===== src/design/srrr_pkg.sv =====
// ----------------------------------------------------------------------------
// srrr_pkg
// Shared types and constants of the sonar round robin ranger core: word
// layouts of both stream channels, register map and distance arithmetic.
// ----------------------------------------------------------------------------
package srrr_pkg;

    // field widths
    localparam int unsigned TIME_W   = 32;
    localparam int unsigned WIDTH_W  = 16;
    localparam int unsigned SENSOR_W = 3;
    localparam int unsigned RANGE_W  = 13;
    localparam int unsigned CFG_W    = 16;

    // stream word widths, padded to whole bytes
    localparam int unsigned IN_BITS   = TIME_W + 1 + WIDTH_W;
    localparam int unsigned IN_DATA_W = ((IN_BITS + 7) / 8) * 8;
    localparam int unsigned OUT_BITS  = 2 + 2 * SENSOR_W + 2 * RANGE_W;
    localparam int unsigned OUT_DATA_W = ((OUT_BITS + 7) / 8) * 8;

    // apb port
    localparam int unsigned APB_DATA_W = 32;
    localparam int unsigned APB_ADDR_W = 3;

    // register map, selected by paddr[2]
    typedef enum logic {
        REG_ECHO_TIMEOUT = 1'b0,
        REG_PING_GAP     = 1'b1
    } reg_sel_t;

    localparam logic [CFG_W-1:0] ECHO_TIMEOUT_RST = 16'd40;
    localparam logic [CFG_W-1:0] PING_GAP_RST     = 16'd20;

    // distance = width*10/148 + 2, the divide done by reciprocal multiply;
    // exact for every 20-bit dividend since (m*148 - 2^28) * 2^20 < 2^28
    localparam int unsigned DIST_SHIFT = 28;
    localparam int unsigned DIST_DEN   = 148;
    localparam logic [20:0] DIST_RECIP = 21'((64'd1 << DIST_SHIFT) / DIST_DEN + 1);
    localparam logic [RANGE_W-1:0] DIST_OFFSET  = 13'd2;
    localparam logic [RANGE_W-1:0] DIST_TIMEOUT = 13'd4000;
    localparam logic [RANGE_W-1:0] RANGE_MAX    = 13'd4430;

    // input word, last field in the lowest bits
    typedef struct packed {
        logic [WIDTH_W-1:0] echo_width_us;
        logic               echo_seen;
        logic [TIME_W-1:0]  now_ms;
    } in_word_t;

    // result word, last field in the lowest bits
    typedef struct packed {
        logic [RANGE_W-1:0]  range_average;
        logic [RANGE_W-1:0]  range_value;
        logic [SENSOR_W-1:0] reading_sensor;
        logic                reading_valid;
        logic [SENSOR_W-1:0] ping_sensor;
        logic                ping_fire;
    } out_word_t;

endpackage


===== src/design/sonar_round_robin_ranger_core.sv =====
// ----------------------------------------------------------------------------
// sonar_round_robin_ranger_core
// Round robin sequencer for a set of ultrasonic rangers: decides when to
// ping, turns echo widths into distances and keeps a running average.
// ----------------------------------------------------------------------------
// The core takes one update word per clock while the result side is not
// stalled and returns exactly one result word for each: the word is held in
// the input register, then the decision, distance and average logic writes
// the result register together with the sequencer state, so the next word
// already sees the updated state. The critical path is the reciprocal
// multiply of the echo width followed by the average add. Stalls on the
// result side hold the result register and back up into the input register;
// the input side keeps accepting as long as the result register can move.
module sonar_round_robin_ranger_core #(
    parameter int unsigned SENSOR_COUNT = 5
) (
    input  logic                               aclk,
    input  logic                               aresetn,
    // input stream
    input  logic                               s_tvalid,
    output logic                               s_tready,
    // [31:0] now_ms, [32] echo_seen, [48:33] echo_width_us, rest zero
    input  logic [srrr_pkg::IN_DATA_W-1:0]     s_tdata,
    // result stream
    output logic                               m_tvalid,
    input  logic                               m_tready,
    // [0] ping_fire, [3:1] ping_sensor, [4] reading_valid,
    // [7:5] reading_sensor, [20:8] range_value, [33:21] range_average,
    // rest zero
    output logic [srrr_pkg::OUT_DATA_W-1:0]    m_tdata,
    // configuration port
    input  logic                               psel,
    input  logic                               penable,
    input  logic                               pwrite,
    input  logic [srrr_pkg::APB_ADDR_W-1:0]    paddr,
    input  logic [srrr_pkg::APB_DATA_W-1:0]    pwdata,
    output logic [srrr_pkg::APB_DATA_W-1:0]    prdata,
    output logic                               pready
);
    import srrr_pkg::*;

    localparam int unsigned IDX_W = (SENSOR_COUNT > 1) ? $clog2(SENSOR_COUNT) : 1;
    localparam logic [IDX_W-1:0] LAST_IDX = IDX_W'(SENSOR_COUNT - 1);

    // configuration registers
    logic [CFG_W-1:0] echo_timeout_reg;
    logic [CFG_W-1:0] ping_gap_reg;

    // pipeline registers
    logic      in_valid_reg;
    in_word_t  in_word_reg;
    logic      out_valid_reg;
    out_word_t out_word_reg;

    // sequencer state
    logic                    awaiting_reg, awaiting_next;
    logic [IDX_W-1:0]        sensor_reg, sensor_next;
    logic [TIME_W-1:0]       last_ping_reg, last_ping_next;
    logic [RANGE_W-1:0]      avg_reg [SENSOR_COUNT];

    logic                    advance;
    logic                    cfg_write;
    reg_sel_t                cfg_sel;
    logic [TIME_W-1:0]       elapsed;
    logic                    gap_met;
    logic                    timeout_met;
    logic [19:0]             width_x10;
    logic [40:0]             recip_prod;
    logic [RANGE_W-1:0]      echo_dist;
    logic [RANGE_W-1:0]      avg_cur;
    logic [RANGE_W+1:0]      avg_sum;
    logic                    done;
    logic [RANGE_W-1:0]      new_dist;
    logic [RANGE_W-1:0]      avg_new;
    out_word_t               out_word_next;

    // apb: writes complete in the access phase, no wait states
    assign pready    = 1'b1;
    assign cfg_sel   = reg_sel_t'(paddr[2]);
    assign cfg_write = psel && penable && pwrite && pready;

    always_comb begin
        unique case (cfg_sel)
            REG_ECHO_TIMEOUT: prdata = APB_DATA_W'(echo_timeout_reg);
            REG_PING_GAP:     prdata = APB_DATA_W'(ping_gap_reg);
            default:          prdata = '0;
        endcase
    end

    always_ff @(posedge aclk) begin
        if (!aresetn) begin
            echo_timeout_reg <= ECHO_TIMEOUT_RST;
            ping_gap_reg     <= PING_GAP_RST;
        end else if (cfg_write) begin
            unique case (cfg_sel)
                REG_ECHO_TIMEOUT: echo_timeout_reg <= pwdata[CFG_W-1:0];
                REG_PING_GAP:     ping_gap_reg     <= pwdata[CFG_W-1:0];
                default: ;
            endcase
        end
    end

    // handshake: input register moves whenever the result register can take a word
    assign advance  = in_valid_reg && (!out_valid_reg || m_tready);
    assign s_tready = !in_valid_reg || advance;
    assign m_tvalid = out_valid_reg;
    assign m_tdata  = OUT_DATA_W'(out_word_reg);

    // timing compares, modulo 2^32
    assign elapsed     = in_word_reg.now_ms - last_ping_reg;
    assign gap_met     = elapsed >= TIME_W'(ping_gap_reg);
    assign timeout_met = elapsed >= TIME_W'(echo_timeout_reg);

    // echo distance: width*10 by shifts, /148 by reciprocal multiply
    assign width_x10  = (20'(in_word_reg.echo_width_us) << 3)
                      + (20'(in_word_reg.echo_width_us) << 1);
    assign recip_prod = 41'(width_x10) * 41'(DIST_RECIP);
    assign echo_dist  = recip_prod[40:28] + DIST_OFFSET;

    // a captured echo wins over a timeout
    assign new_dist = in_word_reg.echo_seen ? echo_dist : DIST_TIMEOUT;

    // running average (avg*3 + d)/4
    assign avg_cur = avg_reg[sensor_reg];
    assign avg_sum = (15'(avg_cur) << 1) + 15'(avg_cur) + 15'(new_dist);
    assign avg_new = avg_sum[RANGE_W+1:2];

    // step decision
    always_comb begin
        awaiting_next  = awaiting_reg;
        sensor_next    = sensor_reg;
        last_ping_next = last_ping_reg;
        out_word_next  = '0;
        done           = 1'b0;

        if (!awaiting_reg) begin
            if (gap_met) begin
                out_word_next.ping_fire   = 1'b1;
                out_word_next.ping_sensor = SENSOR_W'(sensor_reg);
                last_ping_next            = in_word_reg.now_ms;
                awaiting_next             = 1'b1;
            end
        end else begin
            done = in_word_reg.echo_seen || timeout_met;
            if (done) begin
                out_word_next.reading_valid  = 1'b1;
                out_word_next.reading_sensor = SENSOR_W'(sensor_reg);
                out_word_next.range_value    = new_dist;
                out_word_next.range_average  = avg_new;
                awaiting_next                = 1'b0;
                sensor_next = (sensor_reg == LAST_IDX) ? '0 : sensor_reg + 1'b1;
                // immediate ping of the next sensor when the gap has passed
                if (gap_met) begin
                    out_word_next.ping_fire   = 1'b1;
                    out_word_next.ping_sensor = SENSOR_W'(sensor_next);
                    last_ping_next            = in_word_reg.now_ms;
                    awaiting_next             = 1'b1;
                end
            end
        end
    end

    // control and state registers
    always_ff @(posedge aclk) begin
        if (!aresetn) begin
            in_valid_reg  <= 1'b0;
            out_valid_reg <= 1'b0;
            awaiting_reg  <= 1'b0;
            sensor_reg    <= '0;
            last_ping_reg <= '0;
        end else begin
            if (s_tvalid && s_tready) begin
                in_valid_reg <= 1'b1;
            end else if (advance) begin
                in_valid_reg <= 1'b0;
            end
            if (advance) begin
                out_valid_reg <= 1'b1;
                awaiting_reg  <= awaiting_next;
                sensor_reg    <= sensor_next;
                last_ping_reg <= last_ping_next;
            end else if (m_tready) begin
                out_valid_reg <= 1'b0;
            end
        end
    end

    // per-sensor averages
    always_ff @(posedge aclk) begin
        if (!aresetn) begin
            for (int i = 0; i < SENSOR_COUNT; i++) begin
                avg_reg[i] <= '0;
            end
        end else if (advance && done) begin
            avg_reg[sensor_reg] <= avg_new;
        end
    end

    // payload registers
    always_ff @(posedge aclk) begin
        if (s_tvalid && s_tready) begin
            in_word_reg <= in_word_t'(s_tdata[IN_BITS-1:0]);
        end
        if (advance) begin
            out_word_reg <= out_word_next;
        end
    end

endmodule


===== config.mk =====
export PLATFORM = sky130hd
export DESIGN_NAME = sonar_round_robin_ranger_core
export DESIGN_NICKNAME = d
export VERILOG_FILES = /design/src/design/srrr_pkg.sv /design/src/design/sonar_round_robin_ranger_core.sv
export SDC_FILE = /design/constraint.sdc
export NUM_CORES = 1
export LEC_CHECK = 0
export ABC_AREA = 1
export BUFFER_PORTS_ARGS = -buffer_cell sky130_fd_sc_hd__buf_2
export CAP_MARGIN = 10
export CORE_ASPECT_RATIO = 1.5
export CORE_MARGIN = 4
export CORE_UTILIZATION = 60
export DETAILED_ROUTE_END_ITERATION = 10
export PLACE_DENSITY = 0.83
export SLEW_MARGIN = 20
export SYNTH_ARGS = -nofsm -noshare
export SYNTH_HDL_FRONTEND = slang
export SYNTH_SLANG_ARGS = --single-unit

===== constraint.sdc =====
create_clock -name aclk -period 28.2 [get_ports aclk]
set_input_delay 5.64 -clock aclk [delete_from_list [all_inputs] [get_ports aclk]]
set_output_delay 5.64 -clock aclk [all_outputs]
set_load 0.03 [all_outputs]

==> results by group, run 1 <==
Run status
  • Status: finished, final reports clean

CTS
  • Clock slew at reported path FFs: 0.06 ns
  • Clk sink count: 260
  • Root cell of the clock tree: clkbuf_16
  • Total CTS buffers: 27
  • Longest Clk Path Bufs: 3
  • Hold-fix buffer count after cts: 0
  • Resized cells post-CTS: 0
  • Htree depth: 1
  • Total setup buffers inserted after CTS: 0
  • Clock Latency Late Sink: 0.56 ns
  • CTS tree: yes

Worst setup path
  • Top delay family on crit path: buffers and inverters
  • Required time worst endpoint: 22.56 ns
  • Crit end category: primary output
  • Crit path top cell by count: buf_2
  • Worst path buffer plus inverter count: 2
  • Slowest cell delay on critical path: 0.55 ns
  • Reg2reg path depth: 51
  • R2R Path End: avg_reg[5][9]$_DFFE_PP_
  • Critical Path Source Type: input port
  • Slowest cell on the critical path: o21ai_0
  • R2R Path Start: in_word_reg[33]$_DFFE_PP_
  • Critical-path cell list: buf_2, o21ai_0, buf_2
  • Reg2Reg Setup Slack: 16.32 ns
  • Worst-path fanout max: 33
  • Crit Path Category: input port to primary output
  • Worst Path Arrival: 6.79 ns

Finish
  • ANT cells: 0
  • Fill cell count: 3326
  • Final nets: 3605
  • Area Growth Syn to Fin: 7.59%
  • Most frequent cells in the layout: 613 x inv_1, 559 x nand2_1, 330 x nor2_1, 265 x ha_1, 187 x edfxtp_1
  • Multi-input gate area: 14100 um^2
  • Max FFs per register: 104
  • Commonest non-fill, non-tap cell in the layout: inv_1
  • Share of cells above drive strength 1: 0.0747
  • Register area: 7080 um^2

Logic synthesis
  • Fraction of the mapped netlist area in simple logic gates: 0.196
  • Multiplexer share of the synthesized area: 0
  • Main combinational cell family by area after synthesis: adder cells
  • Register area share after synthesis: 0.295
  • Post-synthesis cell area: 24000 um^2
  • Xor/xnor cell area share of the yosys netlist: 0.0179
  • Avg Synthesized Cell Area: 8.13 um^2
  • Adder-Cell Fraction of Synth Area: 0.291
  • Flip-flop and latch count after synthesis: 260
  • Distinct cell type count after synthesis: 53
  • Compound-Gate Fraction of Synth Area: 0.0800
  • Yosys warning total: 0
  • Cells after Synth: 2954

Die
  • Die footprint: 43400 um^2
  • Initial core utilization: 0.609
  • Die width: 171 um
  • Die height: 253 um
  • Ports: 173
  • Core Area: 39400 um^2
  • # rows: 89

Hold path
  • Hold path start: ping_gap_reg[7]$_SDFFE_PN0P_
  • WHS Endpoint: ping_gap_reg[7]$_SDFFE_PN0P_
  • Worst hold path type: register to register
  • Hold path depth: 2

STA
  • Final Setup Violations: 0
  • Post-route minimum period: 12.43 ns
  • Fin. max-slew vios: 0
  • Final period utilization: 0.441
  • TNS Setup: 0 ns
  • Max_slew headroom: 0.275
  • Clock skew: 0.0184 ns
  • Slew @ Worst Pin: 1.08 ns
  • Hold Fails Final Rpt: 0
  • F_max: 0.0805 GHz
  • Unrepaired setup endpoints after global routing: false

Global route
  • Pin count of the biggest net entering global routing: 71
  • Gr usage total: 0.297
  • GRT overflow: 0
  • Global-route wire length before repair: 101000 um
  • Number of global-route vias before repair: 20400
  • Initial antenna violation count: 0

Detailed routing
  • Detailed Route WL: 63300 um
  • Vias/cell: 5.46
  • Antenna-violating nets left: 0
  • DR DRC count: 0
  • WL/cell: 17.7 um
  • Drt pass-1 iters: 6
  • Initial DRC count: 1244
  • Via Count: 19600

Place
  • Gpl congestion: 1.02
  • Dpl hpwl: 51100 um
  • Number of port buffers: 124

Flow run
  • Number of max-cap violations: 0
==> cells in the mapped netlist, drive strengths merged <==
cell / n / area share
inv: 626 / 0.098
nand2: 569 / 0.090
nor2: 348 / 0.058
ha: 265 / 0.14
edfxtp: 187 / 0.23
fa: 183 / 0.15
o21ai: 150 / 0.031
a21oi: 137 / 0.029
dfxtp: 73 / 0.061
nand3: 73 / 0.018
nand4: 54 / 0.016
buf: 42 / 0.013
clkbuf: 36 / 0.0056
xor2: 34 / 0.012
clkinv: 31 / 0.0048
nor3: 31 / 0.0065
o22ai: 19 / 0.0049
xnor2: 15 / 0.0055
a31oi: 14 / 0.0036
nand3b: 9 / 0.0028
o21a: 9 / 0.0028
a21o: 7 / 0.0022
and2: 7 / 0.0018
o21bai: 7 / 0.0022
nor4: 6 / 0.0016
and3: 4 / 0.0010
a21boi: 3 / 0.00094
o211ai: 3 / 0.00094
a211oi: 2 / 0.00062
a221oi: 2 / 0.00073
conb: 2 / 0.00031
or2: 2 / 0.00052
nor3b: 1 / 0.00031
o221a: 1 / 0.00047
o221ai: 1 / 0.00036
o31ai: 1 / 0.00031
==> worst register-to-register path, delay by kind of cell (launching register included) <==
family,cells,cell delay (ns)
fa+ha+maj,11,4.61
simple gates,18,2.37
compound gates,10,1.70
buf+inv,10,1.17
xor+xnor,2,1.02
flops,1,0.69
==> worst max path at each step <==
| stage | start | to | slack (ns) | cells past startpoint |
|---|---|---|---|---|
| floorplan | paddr[2] | prdata[11] | 16.04 | 2 |
| global placement | paddr[2] | prdata[13] | 15.80 | 3 |
| detailed placement | paddr[2] | prdata[13] | 15.73 | 3 |
| CTS | paddr[2] | prdata[13] | 15.74 | 3 |
| global route | in_word_reg[33]$_DFFE_PP_ | avg_reg[6][9]$_DFFE_PP_ | 15.54 | 51 |
| finish | paddr[2] | prdata[13] | 15.77 | 3 |
==> layer usage <==
metal | share of wire | GRT usage
met1 | 0.34 | 0.303
met2 | 0.53 | 0.562
met3 | 0.044 | 0.0312
met4 | 0.081 | 0.194
met5 | 0 | 0
==> area by class of cell <==
class	count	share of cell area
Tap cell	500	0.0242
Clock buffer	30	0.0266
Sequential cell	260	0.274
Clock inverter	20	0.00620
Timing Repair Buffer	133	0.0266
Inverter	657	0.0955
Multi-Input combinational cell	1980	0.547
==> logic make-up (layout without fill, tap and decap cells) <==
family          Yosys count  after routing
other cells               2             23
fa+ha+maj               448            448
simple gates           1104           1104
flops                   260            260
buf+inv                 735            840
xor+xnor                 49             49
compound gates          356            356
==> through the flow <==
stage               hold WS, ns  instance area [um^2]  std cells  worst slack [ns]   util
detailed placement        0.473                 25000       3530             15.73  0.634
finish                    0.481                 25800       3580             15.77  0.656
floorplan                 0.449                 24100       2975             16.04      -
global route              0.515                 25800       3580             15.54  0.656
CTS                       0.484                 25800       3580             15.74  0.655
global placement          0.468                 25000       3530             15.80  0.634
Power of run 1 is not shown: default switching activity piles up to over one toggle a cycle in this logic, so the estimate is an artifact.
==> run 2: changes to the inputs <==
Clock period 28.2 ns to 11.7 ns, I/O delays scaled along.
==> run 2 against run 1 <==
  * Non-clock buffer count up 17
  * Count of clock-buffer cells in the layout increased by 3
  * Critical path depth up 53
  * Hold slack improved by 0.0093 ns
  * Via count rose by 0.25%
  * Design area grew 1.1%
  * Die area did not move
  * Global-route usage increased by 0.24 points
  * Wire length about the same
  * Clock skew increased by 0.0038 ns
  * Core utilization increased by 0.73 points
==> results by group, run 2 (same netlist as run 1, synthesis figures left out) <==
Finish
  • Most frequent cells in the layout: 612 x inv_1, 558 x nand2_1, 327 x nor2_1, 265 x ha_1, 187 x edfxtp_1
  • Final nets: 3621
  • Multi-input gate area: 14200 um^2
  • Fill cell count: 3354
  • Share of cells above drive strength 1: 0.0834
  • Non-filler instance count after layout: 3595
  • Commonest non-fill, non-tap cell in the layout: inv_1
  • Area Growth Syn to Fin: 8.79%
  • Register area: 7080 um^2
  • Max FFs per register: 104
  • ANT cells: 0
  • Final Util: 0.663

CTS
  • Clock slew at reported path FFs: 0.08 ns
  • Htree depth: 1
  • Clk sink count: 260
  • Root cell of the clock tree: clkbuf_16
  • Total CTS buffers: 26
  • Longest Clk Path Bufs: 3
  • Clock Latency Late Sink: 0.57 ns
  • CTS tree: yes
  • Hold-fix buffer count after cts: 0

Worst setup path
  • Required time worst endpoint: 12.08 ns
  • Worst setup path end: avg_reg[3][11]$_SDFFCE_PN0P_
  • Slowest cell on the critical path: fa_1
  • Worst path buffer plus inverter count: 12
  • Worst Path Arrival: 11.27 ns
  • R2R Path End: avg_reg[3][11]$_SDFFCE_PN0P_
  • Crit end category: register
  • Critical Path Source Type: register
  • Slowest cell delay on critical path: 0.60 ns
  • Reg2Reg Setup Slack: 0.82 ns
  • Worst-path fanout max: 6
  • Critical Path Start: in_word_reg[35]$_DFFE_PP_
  • Cell depth of the worst setup path: 56
  • Crit Path Category: register to register
  • Top delay family on crit path: adder cells
  • Crit path top cell by count: nand2_1
  • Reg2reg path depth: 56
  • R2R Path Start: in_word_reg[35]$_DFFE_PP_

Global route
  • Gr usage total: 0.299
  • GRT overflow: 0
  • Initial antenna violation count: 0
  • Pin count of the biggest net entering global routing: 71
  • Global-route wire length before repair: 102000 um
  • Number of global-route vias before repair: 20600

STA
  • Post-route minimum period: 10.88 ns
  • Final period utilization: 0.930
  • Fin. max-slew vios: 0
  • F_max: 0.0919 GHz
  • Max_slew headroom: 0.290
  • Slew @ Worst Pin: 1.06 ns
  • TNS Setup: 0 ns
  • Clock skew: 0.0222 ns
  • WHS: 0.491 ns
  • Final Setup Violations: 0
  • Hold Fails Final Rpt: 0

Die
  • Ports: 173
  • Initial core utilization: 0.609
  • Die footprint: 43400 um^2
  • Die width: 171 um
  • Core Area: 39400 um^2
  • Die height: 253 um
  • # rows: 89

Detailed routing
  • Drt pass-1 iters: 6
  • WL/cell: 17.6 um
  • Antenna-violating nets left: 0
  • Initial DRC count: 1173
  • Detailed Route WL: 63300 um
  • DR DRC count: 0
  • Via Count: 19600
  • Vias/cell: 5.45

Hold path
  • Worst hold path type: register to register
  • Hold path depth: 2

Place
  • # placed instances: 3544
  • Dpl hpwl: 50900 um
  • Gpl congestion: 1.01
  • Number of port buffers: 124

Flow run
  • Number of max-cap violations: 0

Run status
  • Status: finished, final reports clean
[run 2: changes by cell type in the layout (fill, tap and decap cells not counted), moves of 2 or more]
cell,before,now
o21ai_2,0,2
o21ai_0,145,143
nor2_2,15,17
buf_4,9,26
clkinvlp_4,4,0
nor2_1,330,327
clkinv_1,36,31
bufinv_16,1,6
[run 2: cell type report]
cell class                 instances  share of cell area
clock inverter                    15             0.00953
sequential                       260               0.271
clock buffer                      33              0.0279
tap                              500              0.0239
timing repair buffer             150              0.0312
inverter                         657              0.0944
multi-input combinational       1980               0.542
[run 2: worst min-delay path by stage]
| stage | startpoint | to | slack, ns |
|---|---|---|---|
| floorplan | ping_gap_reg[10]$_SDFFE_PN0P_ | ping_gap_reg[10]$_SDFFE_PN0P_ | 0.45 |
| global placement | echo_timeout_reg[1]$_SDFFE_PN0P_ | echo_timeout_reg[1]$_SDFFE_PN0P_ | 0.47 |
| detailed placement | ping_gap_reg[12]$_SDFFE_PN0P_ | ping_gap_reg[12]$_SDFFE_PN0P_ | 0.47 |
| CTS | ping_gap_reg[14]$_SDFFE_PN0P_ | ping_gap_reg[14]$_SDFFE_PN0P_ | 0.49 |
| global route | ping_gap_reg[5]$_SDFFE_PN0P_ | ping_gap_reg[5]$_SDFFE_PN0P_ | 0.52 |
| finish | echo_timeout_reg[7]$_SDFFE_PN0P_ | echo_timeout_reg[7]$_SDFFE_PN0P_ | 0.49 |
[run 2: worst min-delay path, stage by stage (launching register included)]
cell     delay (ns)
dfxtp_1        0.30
inv_1          0.08
a21oi_1        0.06
[run 2: repair_timing]
item | CTS | global route
resized for setup | 0 | 13
endpoints found under the hold margin | 0 | 0
setup buffers | 0 | 3
setup endpoints to repair | 0 | 91
[run 2: stage by stage]
| step | instance area [um^2] | setup WS, ns |
|---|---|---|
| 2_1_floorplan | 24100 | 1.84 |
| 6_report | 26100 | 0.816 |
| 3_5_place_dp | 25100 | 0.300 |
| 4_1_cts | 26100 | 0.196 |
| 3_3_place_gp | 25100 | 0.581 |
| 5_1_grt | 26100 | -0.0507 |
[run 2: routing by layer]
| metal | vias up | GRT usage | part of all wire |
|---|---|---|---|
| met2 | 610 | 0.557 | 0.53 |
| met5 | - | 0 | 0 |
| li1 | 9516 | - | - |
| met1 | 9217 | 0.309 | 0.34 |
| met4 | 0 | 0.202 | 0.085 |
| met3 | 255 | 0.0359 | 0.044 |
Power of run 2 is left out for the same reason.
